**src/rtl/euler_path_check_macros.svh**
```systemverilog
// Assertion macros for the RTL files of the Euler path check.
`ifndef EULER_PATH_CHECK_MACROS_SVH
`define EULER_PATH_CHECK_MACROS_SVH

`ifndef SYNTHESIS

// Property that must hold at every clock edge outside reset.
`define EPC_ASSERT(lbl, clk, rst, prop) \
   lbl: assert property (@(posedge clk) disable iff (rst) (prop)) \
      else $error("euler_path_check assertion failed");

// Implication checked at every clock edge outside reset.
`define EPC_ASSERT_IMP(lbl, clk, rst, ante, cons) \
   lbl: assert property (@(posedge clk) disable iff (rst) (ante) |-> (cons)) \
      else $error("euler_path_check assertion failed");

`else

`define EPC_ASSERT(lbl, clk, rst, prop)
`define EPC_ASSERT_IMP(lbl, clk, rst, ante, cons)

`endif

`endif

```
**src/rtl/epc_pkg.sv**
```systemverilog
package epc_pkg;

   localparam int VERTICES = 6;
   localparam int VTX_W    = 3;
   localparam int VIDX_W   = (VERTICES > 1) ? $clog2(VERTICES) : 1;
   localparam int CNT_W    = $clog2(VERTICES + 1);

   localparam logic [VTX_W-1:0]  VERT_MAX  = VTX_W'(VERTICES);
   localparam logic [VIDX_W-1:0] VIDX_LAST = VIDX_W'(VERTICES - 1);

   typedef logic [VERTICES-1:0] vmask_type;

   // Request to the edge store from the control logic.
   typedef struct packed {
      logic              add;
      logic              clear;
      logic [VTX_W-1:0]  end_a;
      logic [VTX_W-1:0]  end_b;
   } store_ctrl_type;

   // Status of the reachability sequencer.
   typedef struct packed {
      logic idle;
      logic done;
   } sweep_stat_type;

   // Vertex number (1-based) of the lowest set bit, 0 when the mask is empty.
   function automatic logic [VTX_W-1:0] lowest_vertex(input vmask_type mask);
      logic [VTX_W-1:0] res;
      res = '0;
      for (int i = VERTICES - 1; i >= 0; i--) begin
         if (mask[i]) begin
            res = VTX_W'(i + 1);
         end
      end
      return res;
   endfunction

   function automatic vmask_type lowest_bit(input vmask_type mask);
      return mask & (~mask + vmask_type'(1));
   endfunction

   function automatic logic [CNT_W-1:0] count_ones(input vmask_type mask);
      logic [CNT_W-1:0] cnt;
      cnt = '0;
      for (int i = 0; i < VERTICES; i++) begin
         cnt = cnt + CNT_W'(mask[i]);
      end
      return cnt;
   endfunction

endpackage

```
**src/rtl/epc_store.sv**
```systemverilog
module epc_store import epc_pkg::*; (
   input  logic                clock,
   input  logic                reset,
   input  store_ctrl_type      ctrl,
   input  logic [VIDX_W-1:0]   row_idx,
   output vmask_type           row_data,
   output vmask_type           used,
   output vmask_type           odd
);

   vmask_type adj_ff [VERTICES];
   vmask_type adj_in [VERTICES];
   vmask_type odd_ff;
   vmask_type odd_in;

   logic      a_ok;
   logic      b_ok;
   vmask_type a_bit;
   vmask_type b_bit;

   assign a_ok  = (ctrl.end_a != '0) && (ctrl.end_a <= VERT_MAX);
   assign b_ok  = (ctrl.end_b != '0) && (ctrl.end_b <= VERT_MAX);
   assign a_bit = vmask_type'(1) << (ctrl.end_a - VTX_W'(1));
   assign b_bit = vmask_type'(1) << (ctrl.end_b - VTX_W'(1));

   always_comb begin
      for (int r = 0; r < VERTICES; r++) begin
         adj_in[r] = adj_ff[r];
      end
      odd_in = odd_ff;
      if (ctrl.clear) begin
         for (int r = 0; r < VERTICES; r++) begin
            adj_in[r] = '0;
         end
         odd_in = '0;
      end else if (ctrl.add && a_ok && b_ok) begin
         // A self loop sets its own bit and toggles its odd mark twice.
         for (int r = 0; r < VERTICES; r++) begin
            if (a_bit[r]) begin
               adj_in[r] = adj_in[r] | b_bit;
            end
            if (b_bit[r]) begin
               adj_in[r] = adj_in[r] | a_bit;
            end
         end
         odd_in = odd_ff ^ a_bit ^ b_bit;
      end
   end

   always_ff @(posedge clock) begin
      if (reset) begin
         for (int r = 0; r < VERTICES; r++) begin
            adj_ff[r] <= '0;
         end
         odd_ff <= '0;
      end else begin
         for (int r = 0; r < VERTICES; r++) begin
            adj_ff[r] <= adj_in[r];
         end
         odd_ff <= odd_in;
      end
   end

   always_comb begin
      for (int r = 0; r < VERTICES; r++) begin
         used[r] = |adj_ff[r];
      end
   end

   assign row_data = adj_ff[row_idx];
   assign odd      = odd_ff;

endmodule

```
**src/rtl/epc_sweep.sv**
```systemverilog
module epc_sweep import epc_pkg::*; (
   input  logic                clock,
   input  logic                reset,
   input  logic                start,
   input  vmask_type           start_mask,
   input  logic                release_done,
   input  vmask_type           row_data,
   output logic [VIDX_W-1:0]   row_idx,
   output vmask_type           reached,
   output sweep_stat_type      stat
);

   localparam logic [1:0] S_IDLE = 2'd0;
   localparam logic [1:0] S_RUN  = 2'd1;
   localparam logic [1:0] S_DONE = 2'd2;

   logic [1:0]         state_ff;
   logic [1:0]         state_in;
   logic [VIDX_W-1:0]  vidx_ff;
   logic [VIDX_W-1:0]  vidx_in;
   logic               grew_ff;
   logic               grew_in;
   vmask_type          reached_ff;
   vmask_type          reached_in;

   vmask_type          merged;
   logic               step_grew;

   // One row is folded into the reached set per cycle.
   assign merged    = reached_ff | (reached_ff[vidx_ff] ? row_data : '0);
   assign step_grew = (merged != reached_ff);

   always_comb begin
      state_in   = state_ff;
      vidx_in    = vidx_ff;
      grew_in    = grew_ff;
      reached_in = reached_ff;
      unique case (state_ff)
         S_IDLE: begin
            if (start) begin
               state_in   = S_RUN;
               vidx_in    = '0;
               grew_in    = 1'b0;
               reached_in = start_mask;
            end
         end
         S_RUN: begin
            reached_in = merged;
            if (vidx_ff == VIDX_LAST) begin
               vidx_in = '0;
               grew_in = 1'b0;
               // Another pass is needed only if this one added a vertex.
               if (!(grew_ff || step_grew)) begin
                  state_in = S_DONE;
               end
            end else begin
               vidx_in = vidx_ff + VIDX_W'(1);
               grew_in = grew_ff || step_grew;
            end
         end
         S_DONE: begin
            if (release_done) begin
               state_in = S_IDLE;
            end
         end
         default: begin
            state_in = S_IDLE;
         end
      endcase
   end

   always_ff @(posedge clock) begin
      if (reset) begin
         state_ff <= S_IDLE;
         vidx_ff  <= '0;
         grew_ff  <= 1'b0;
      end else begin
         state_ff <= state_in;
         vidx_ff  <= vidx_in;
         grew_ff  <= grew_in;
      end
   end

   always_ff @(posedge clock) begin
      reached_ff <= reached_in;
   end

   assign row_idx   = vidx_ff;
   assign reached   = reached_ff;
   assign stat.idle = (state_ff == S_IDLE);
   assign stat.done = (state_ff == S_DONE);

endmodule

```
**src/rtl/euler_path_check.sv**
```systemverilog
// Euler path check over vertices 1..6. An add transaction (op = 0) loads one
// undirected edge; an edge with an endpoint outside 1..6 is dropped. An
// evaluate transaction (op = 1) starts a reachability sweep that folds one
// adjacency row per cycle into the reached set, in passes over all six rows,
// repeated until a pass adds no vertex. The answer is then loaded into the
// result register, but only once the previous result there, if any, has been
// accepted with rsp_tready. req_tready is low until that load.
// Each evaluate returns one result transaction and clears all loaded edges.
// first_end and second_end are the two odd-degree vertices in ascending order
// when the answer is yes and two such vertices exist, else 0.
`include "euler_path_check_macros.svh"

module euler_path_check import epc_pkg::*; (
   input  logic        clock,
   input  logic        reset,
   input  logic        req_tvalid,
   output logic        req_tready,
   input  logic [7:0]  req_tdata,   // [0] op, [3:1] end_a, [6:4] end_b, [7] zero
   output logic        rsp_tvalid,
   input  logic        rsp_tready,
   output logic [7:0]  rsp_tdata    // [0] path_exists, [3:1] first_end,
                                    // [6:4] second_end, [7] zero
);

   localparam logic OP_ADD  = 1'b0;
   localparam logic OP_EVAL = 1'b1;

   logic                req_op;
   logic [VTX_W-1:0]    req_end_a;
   logic [VTX_W-1:0]    req_end_b;
   logic                req_fire;

   store_ctrl_type      store_ctrl;
   logic [VIDX_W-1:0]   row_idx;
   vmask_type           row_data;
   vmask_type           used;
   vmask_type           odd;
   vmask_type           reached;
   sweep_stat_type      stat;

   logic                result_load;
   logic                answer;
   logic [CNT_W-1:0]    odd_count;
   logic                two_odd;
   logic [VTX_W-1:0]    lo_end;
   logic [VTX_W-1:0]    hi_end;

   logic                rsp_valid_ff;
   logic                rsp_valid_in;
   logic                rsp_exists_ff;
   logic [VTX_W-1:0]    rsp_first_ff;
   logic [VTX_W-1:0]    rsp_second_ff;

   assign req_op    = req_tdata[0];
   assign req_end_a = req_tdata[3:1];
   assign req_end_b = req_tdata[6:4];

   assign req_tready = stat.idle;
   assign req_fire   = req_tvalid && req_tready;

   // The result register must be free before the answer can be taken.
   assign result_load = stat.done && (!rsp_valid_ff || rsp_tready);

   assign store_ctrl.add   = req_fire && (req_op == OP_ADD);
   assign store_ctrl.clear = result_load;
   assign store_ctrl.end_a = req_end_a;
   assign store_ctrl.end_b = req_end_b;

   epc_store u_store (
      .clock    (clock),
      .reset    (reset),
      .ctrl     (store_ctrl),
      .row_idx  (row_idx),
      .row_data (row_data),
      .used     (used),
      .odd      (odd)
   );

   epc_sweep u_sweep (
      .clock        (clock),
      .reset        (reset),
      .start        (req_fire && (req_op == OP_EVAL)),
      .start_mask   (lowest_bit(used)),
      .release_done (result_load),
      .row_data     (row_data),
      .row_idx      (row_idx),
      .reached      (reached),
      .stat         (stat)
   );

   assign odd_count = count_ones(odd);
   assign two_odd   = (odd_count == CNT_W'(2));
   assign answer    = (used != '0) && ((used & ~reached) == '0)
                      && ((odd_count == '0) || two_odd);
   assign lo_end    = lowest_vertex(odd);
   assign hi_end    = lowest_vertex(odd & ~lowest_bit(odd));

   always_comb begin
      rsp_valid_in = rsp_valid_ff;
      priority if (result_load) begin
         rsp_valid_in = 1'b1;
      end else if (rsp_tready) begin
         rsp_valid_in = 1'b0;
      end
   end

   always_ff @(posedge clock) begin
      if (reset) begin
         rsp_valid_ff <= 1'b0;
      end else begin
         rsp_valid_ff <= rsp_valid_in;
      end
   end

   always_ff @(posedge clock) begin
      if (result_load) begin
         rsp_exists_ff <= answer;
         rsp_first_ff  <= (answer && two_odd) ? lo_end : '0;
         rsp_second_ff <= (answer && two_odd) ? hi_end : '0;
      end
   end

   assign rsp_tvalid = rsp_valid_ff;
   assign rsp_tdata  = {1'b0, rsp_second_ff, rsp_first_ff, rsp_exists_ff};

   `EPC_ASSERT_IMP(a_no_ends_on_no, clock, reset,
      rsp_valid_ff && !rsp_exists_ff, (rsp_first_ff == '0) && (rsp_second_ff == '0))
   `EPC_ASSERT_IMP(a_ends_ordered, clock, reset,
      rsp_valid_ff && (rsp_first_ff != '0), rsp_second_ff > rsp_first_ff)
   `EPC_ASSERT_IMP(a_cleared_after_eval, clock, reset,
      $past(result_load) && !$past(reset), (used == '0) && (odd == '0))
   `EPC_ASSERT_IMP(a_odd_even_count, clock, reset,
      stat.done, !odd_count[0])

endmodule

```
**config.mk**
```make
export PLATFORM = sky130hd
export DESIGN_NAME = euler_path_check
export DESIGN_NICKNAME = d
export VERILOG_FILES = /design/src/rtl/epc_pkg.sv /design/src/rtl/epc_store.sv /design/src/rtl/epc_sweep.sv /design/src/rtl/euler_path_check.sv
export VERILOG_INCLUDE_DIRS = /design/src /design/src/rtl
export SDC_FILE = /design/constraint.sdc
export NUM_CORES = 1
export LEC_CHECK = 0
export ABC_AREA = 1
export BUFFER_PORTS_ARGS = -buffer_cell sky130_fd_sc_hd__buf_2
export CAP_MARGIN = 20
export CORE_ASPECT_RATIO = 1.4
export CORE_MARGIN = 2
export CORE_UTILIZATION = 50
export CTS_BUF_LIST = sky130_fd_sc_hd__clkbuf_16
export DETAILED_ROUTE_END_ITERATION = 8
export PLACE_DENSITY = 0.76
export SLEW_MARGIN = 5
export SYNTH_ARGS = -nofsm -noshare
export SYNTH_HDL_FRONTEND = slang
export SYNTH_HIERARCHICAL = 1
export SYNTH_SLANG_ARGS = --single-unit
```
**constraint.sdc**
```tcl
create_clock -name clock -period 4.29 [get_ports clock]
set_clock_uncertainty 0.1 [all_clocks]
set_input_delay 0.2145 -clock clock [delete_from_list [all_inputs] [get_ports clock]]
set_output_delay 0.2145 -clock clock [all_outputs]
set_load 0.02 [all_outputs]
```
* Yosys cells after proc, flatten, opt, wreduce, memory -nomap -nowiden *
Memory sizes are Yosys's and may differ from the RTL's. A register that Yosys moved wholly into a read port is not among the register bits.
Index checks and enable logic that the tools add are counted.

storage, ports and cells
  register bits = 26
  bits in latches = 0
  memory bits (writable) = 36
  bits in read-only memories = 0
  input port bits = 12
  output and inout bits = 10
  memories = 1

memory list
  memory          depth  width  read ports  clocked after memory_dff  wr ports  RTL line         text
  u_store.adj_ff  6      6      7           1                         6         epc_store.sv:11  vmask_type adj_ff [VERTICES];

cells by class
  $add $sub $neg = 10
  multipliers = 0
  divide/modulo/power cells = 0
  $lt $le $gt $ge = 3
  equality and inequality tests = 9
  shifts and indexed selects = 2
  mux-type cells = 67
  bitwise logic cells = 31
  reduce and logical (&&, ||, !) cells = 36

operators by type and width
  cell                 count
  $mux 6               32
  $or 6x6->6           13
  $mux 36              2
  $reduce_or 6->1      6
  $mux 3               10
  $and 6x6->6          4
  $not 6->6            4
  $mux 2               8
  $add 6x1->6 const B  2
  $pmux 6 s2           1
  $shl 1x3->6 const A  2
  $xor 6x6->6          2
  $logic_and 1x1->1    11
  $mux 1               10
  $add 3x1->3          3
  $reduce_or 4->1      2
  $le 3x3->1 const B   2
  $logic_not 6->1      1
  $ne 2x1->1 const B   3
  $ne 6x6->1           1
  $or 1x1->1           6
  $pmux 2 s3           1
  $pmux 3 s2           1
  $reduce_bool 3->1    2
  other kinds (22)     29

* Longest topological paths before layout *
  word-level depth = 12
  gate-level depth with buffers = 14
  gate-level depth less buffers = 12

* By module *
Netlist, hierarchy kept.

by module, submodules not included
  module            instances  cells an instance  area an instance (sq um)  sequential area each (sq um)
  epc_store         1          321                2130.8                    840.8
  epc_sweep         1          104                768.2                     300.3
  euler_path_check  1          103                729.4                     230.2

* Worst setup path after synthesis *
OpenSTA, ideal clock, no wires.

  path type = reg2reg
  start = register u_store.odd_ff[0] (netlist: u_store/odd[0])
  end = register rsp_second_ff[1], data pin
  setup time = 0.139 ns
  arrival time = 2.598 ns
  data required time = 4.051 ns
  slack = 1.453 ns
  stages on the path, launching flop included = 11
  cell sequence = dfxtp_1 -> fa_1 -> inv_1 -> fa_1 -> inv_1 -> ha_1 -> fa_1 -> or2_4 -> nor2_4 -> nand4_4 -> nor2_1

between the ends
  longest elaborated chain between the ends = 11
  elaborated cells between the ends (all ways) = 22
  classes of those cells = add/sub (6); eq/ne (1); mux (5); bitwise (5); reduce/logical (5)

ends and longest elaborated chain
  element                                        RTL line                                        text
  from (decl)                                    epc_store.sv:13                                 vmask_type odd_ff;
  from (signal assigned)                         epc_store.sv:60                                 odd_ff <= odd_in;
  $add 1x1->2                                    epc_pkg.sv:47                                   cnt = cnt + CNT_W'(mask[i]);
  $add 2x1->3                                    epc_pkg.sv:47
  $add 3x1->3 (3 in series)                      epc_pkg.sv:47
  $eq 3x2->1 or $logic_not 3->1 (tied branches)  euler_path_check.sv:92, euler_path_check.sv:94
  $logic_or 1x1->1                               euler_path_check.sv:94                          && ((odd_count == '0) || two_odd);
  $logic_and 1x1->1                              euler_path_check.sv:94
  $logic_and 1x1->1                              euler_path_check.sv:119                         rsp_second_ff <= (answer && two_odd) ? hi_end : '0;
  $not 1->1 (no source line)                     n/a
  $reduce_or 2->1 (no source line)               n/a
  to (signal assigned)                           euler_path_check.sv:119
  to (decl)                                      euler_path_check.sv:52                          logic [VTX_W-1:0] rsp_second_ff;

Parallel ways exist; a longest one is shown, timed or not.
A chain may end at the register's enable or synchronous reset.

* Worst setup path after layout *
  start = register u_store.odd_ff[0] (netlist: u_store/odd[0])
  end = register rsp_first_ff[2], data pin

between the ends
  longest elaborated chain between the ends = 11
  elaborated cells between the ends (all ways) = 12
  classes of those cells = add/sub (5); eq/ne (1); bitwise (1); reduce/logical (5)

ends and longest elaborated chain
  element                                        RTL line                                        text
  $add 1x1->2                                    epc_pkg.sv:47
  $add 2x1->3                                    epc_pkg.sv:47
  $add 3x1->3 (3 in series)                      epc_pkg.sv:47
  $eq 3x2->1 or $logic_not 3->1 (tied branches)  euler_path_check.sv:92, euler_path_check.sv:94
  $logic_or 1x1->1                               euler_path_check.sv:94
  $logic_and 1x1->1                              euler_path_check.sv:94
  $logic_and 1x1->1                              euler_path_check.sv:118                         rsp_first_ff <= (answer && two_odd) ? lo_end : '0;
  $not 1->1 (no source line)                     n/a
  $reduce_or 4->1 (no source line) *             n/a
  to (signal assigned)                           euler_path_check.sv:118
  to (decl)                                      euler_path_check.sv:51                          logic [VTX_W-1:0] rsp_first_ff;

Mark *: on every way between the ends. The rest lies on a longest branch, timed or not.

==> results.yml <==
outcome:
  status: "complete, no violations"
routing:
  wl_per_cell_um: 13.6
  drt_iter0_drc: 197
  drt_first_pass_iters: 5
  via_per_inst: 5.31
  route.detailed.drc: 0
  final_antenna_net_count: 0
  num_vias: 3408
  wl_um: 8700
critical_path:
  path_buf_inv: 2
  rr_startpoint: "u_store/odd[0]"
  cp.required_ns: 4.38
  cp.depth: 10
  worstPathArrival_ns: 3.08
  reg2regPathDepth: 10
  r2r_slack_ns: 1.30
  crit_top_cell: "fa_1"
  crit_slowest_cell: "fa_1"
  critPathTopFamily: "adder cells"
  worstSetupPathType: "reg -> reg"
  cp-start-kind: "register"
  max_stage_delay_ns: 0.56
  cp-end-kind: "register"
  r2r-end: "rsp_first_ff[2]"
  path_max_fanout: 6
  crit_chain: "fa_1, inv_1, fa_1, inv_1, ha_1, fa_1, or2_4, nor2_4, nand4_4, nor2_1"
worst_hold_path:
  worstHoldStart: "reset"
  min_path_type: "in -> reg"
  holdPathEnd: "u_sweep/grew_ff"
  whs_path_depth: 2
global_route:
  first_global_vias: 3071
  grt_max_degree: 37
  grt_overflow_total: 0
  antenna_found_initial: 0
  grtUsageTotal: 0.224
  grt_pass1_wl_um: 14100
yosys:
  yosysWarnings: 6
  syn_nets: 547
  synth_cells: 528
  synth.lib_cells_used.distinct: 32
  ys_ff_latch: 62
  syn_area_per_cell_um2: 6.87
  syn_area_um2: 3630
  yosysSeqAreaShare: 0.378
floorplan:
  die-area_um2: 7960
  core_area_um2: 6980
  start_util: 0.520
  die_h_um: 105
  ios: 22
  die_x_um: 76.0
  rows: 36
power_and_ir_drop:
  vdd_drop_max_mv: 0.237
  powerDensity_nw_per_um2: 500
  p_leak_nw: 1.71
placed_design:
  place_ws_ns: 1.28
  port_buffers: 19
  place_congestion: 0.928
  dp_hpwl_um: 6540
clock_network:
  clock-root-buffer: "clkbuf_16"
  clkLatencyLatePin_ns: 0.33
  clock-sinks: 62
  cts_tree: "built"
  ctsLongestPathBuffers: 2
  cts_setup_buffers: 0
  clk_pin_slew_ns: 0.05
  cts_inserted_buffers: 9
  cts_resized: 0
  postCtsHoldBufs: 0
  ctsHtreeMaxLevel: 3
timing:
  final.min_clock_period_ns: 2.99
  slew_viol_final: 0
  finalCritPeriodShare: 0.698
  fin_ws_ns: 1.30
  hold_violations: 0
  finalSetupViolCount: 0
  worstMarginPinSlew_ns: 0.911
  fmax_ghz: 0.334
  setup-tns-final_ns: 0
  slew-limit-headroom: 0.389
  rsz0062_at_grt: "false"
finish:
  n_antenna_cell: 0
  final_nets: 561
  drive_above_1_share: 0.135
  nFillCells: 649
  area_growth_pct: 12.0
job:
  drv_cap: 0
flip-flops by register name, summed over array words and instances (netlist names), named ones only:
| signal | cells |
|---|---|
| rsp_exists_ff | 1 |
| rsp_first_ff | 3 |
| u_store/odd | 6 |
| u_sweep/grew_ff | 1 |
| rsp_second_ff | 3 |
| u_sweep/state_ff | 2 |
| u_sweep/reached | 6 |
| rsp_tvalid | 1 |
| u_sweep/row_idx | 3 |
| u_store/adj_ff | 34 |
cell usage after synthesis, drive strengths merged:
cell,n,area share
nor3,3,0.0041
edfxtp,13,0.11
nand4,1,0.0059
a221oi,1,0.0024
fa,3,0.017
inv,97,0.10
dfxtp,49,0.27
nor2,64,0.077
o22ai,11,0.019
clkbuf,9,0.0093
ha,4,0.014
or2,1,0.0024
conb,1,0.0010
nand2,100,0.11
o21ai,47,0.065
o21bai,1,0.0021
a31oi,1,0.0017
buf,8,0.022
a21oi,63,0.090
nand3,43,0.066
clkinv,1,0.0010
nor4,7,0.012
worst reg2reg max path, delay by kind of cell, from the launching register on:
family	cells	cell delay, ns
adders and majority gates	4	1.64
buffers and inverters	2	0.09
DFF	1	0.38
and+or+nand+nor	4	0.64
kinds of logic after synthesis:
group / synth area share
other: 0.00103
AO/OA/AOI/OAI: 0.180
buffers and inverters: 0.134
adder cells (fa/ha/maj): 0.0303
flip-flops: 0.378
AND/OR/NAND/NOR: 0.276
how the worst max path moves through the flow:
stage | startpoint | endpoint
final | u_store/odd[0] | rsp_first_ff[2]
after global routing | u_store/odd[0] | rsp_second_ff[1]
after CTS | u_store/odd[0] | rsp_first_ff[2]
after detailed placement | u_store/odd[0] | rsp_first_ff[2]
after global placement | u_store/odd[0] | rsp_second_ff[2]
after floorplan | u_store/odd[0] | rsp_second_ff[1]
cell usage in the layout (no fill, tap or decap), types with 4 or more instances in the layout:
master and count:
nor4_1 7, clkbuf_16 11, dfxtp_1 49, inv_2 7
nand3_2 5, a21oi_1 60, nand3_1 38, buf_2 19
nand2_2 8, nor2_2 9, o22ai_1 11, inv_1 88
edfxtp_1 13, ha_1 4, o21ai_1 7, nand2_1 92
o21ai_0 40, nor2_1 53
stage by stage:
| stage | hold slack, ns | std cells | area, um^2 | util | total power [mW] |
|---|---|---|---|---|---|
| final | 0.0215 | 642 | 4060 | 0.582 | 2.03 |
| after global routing | 0.0378 | 642 | 4060 | 0.582 | 2.14 |
| after CTS | 0.0208 | 642 | 4060 | 0.582 | 2.04 |
| after detailed placement | 0.360 | 626 | 3740 | 0.535 | 1.27 |
| after global placement | 0.351 | 626 | 3740 | 0.535 | 1.25 |
| after floorplan | 0.177 | 528 | 3630 | - | 1.18 |
power by group:
part | internal [mW] | leakage, nW | switching (mW) | total (mW)
Combinational | 0.141 | 1.03 | 0.374 | 0.515
Clock | 0.516 | 0.166 | 0.253 | 0.770
Sequential | 0.678 | 0.520 | 0.0693 | 0.748
Total | 1.34 | 1.71 | 0.697 | 2.03
layer usage:
metal  track usage  wire length, um  vias up
met3        0.0397              345       26
met4         0.132              342        0
met1         0.238             3480     1541
met2         0.409             4530      106
li1              -                -     1735
met5             0                0        -
layout make-up:
cell class	count	area [um^2]	area share
Tap cell	95	119	0.0292
Inverter	98	375	0.0924
Clock buffer	11	275	0.0677
Sequential cell	62	1370	0.337
Multi-Input combinational cell	351	1770	0.435
Timing Repair Buffer	20	103	0.0252
Clock inverter	5	51.3	0.0126
No activity file was read; power rests on OpenSTA's default activity.
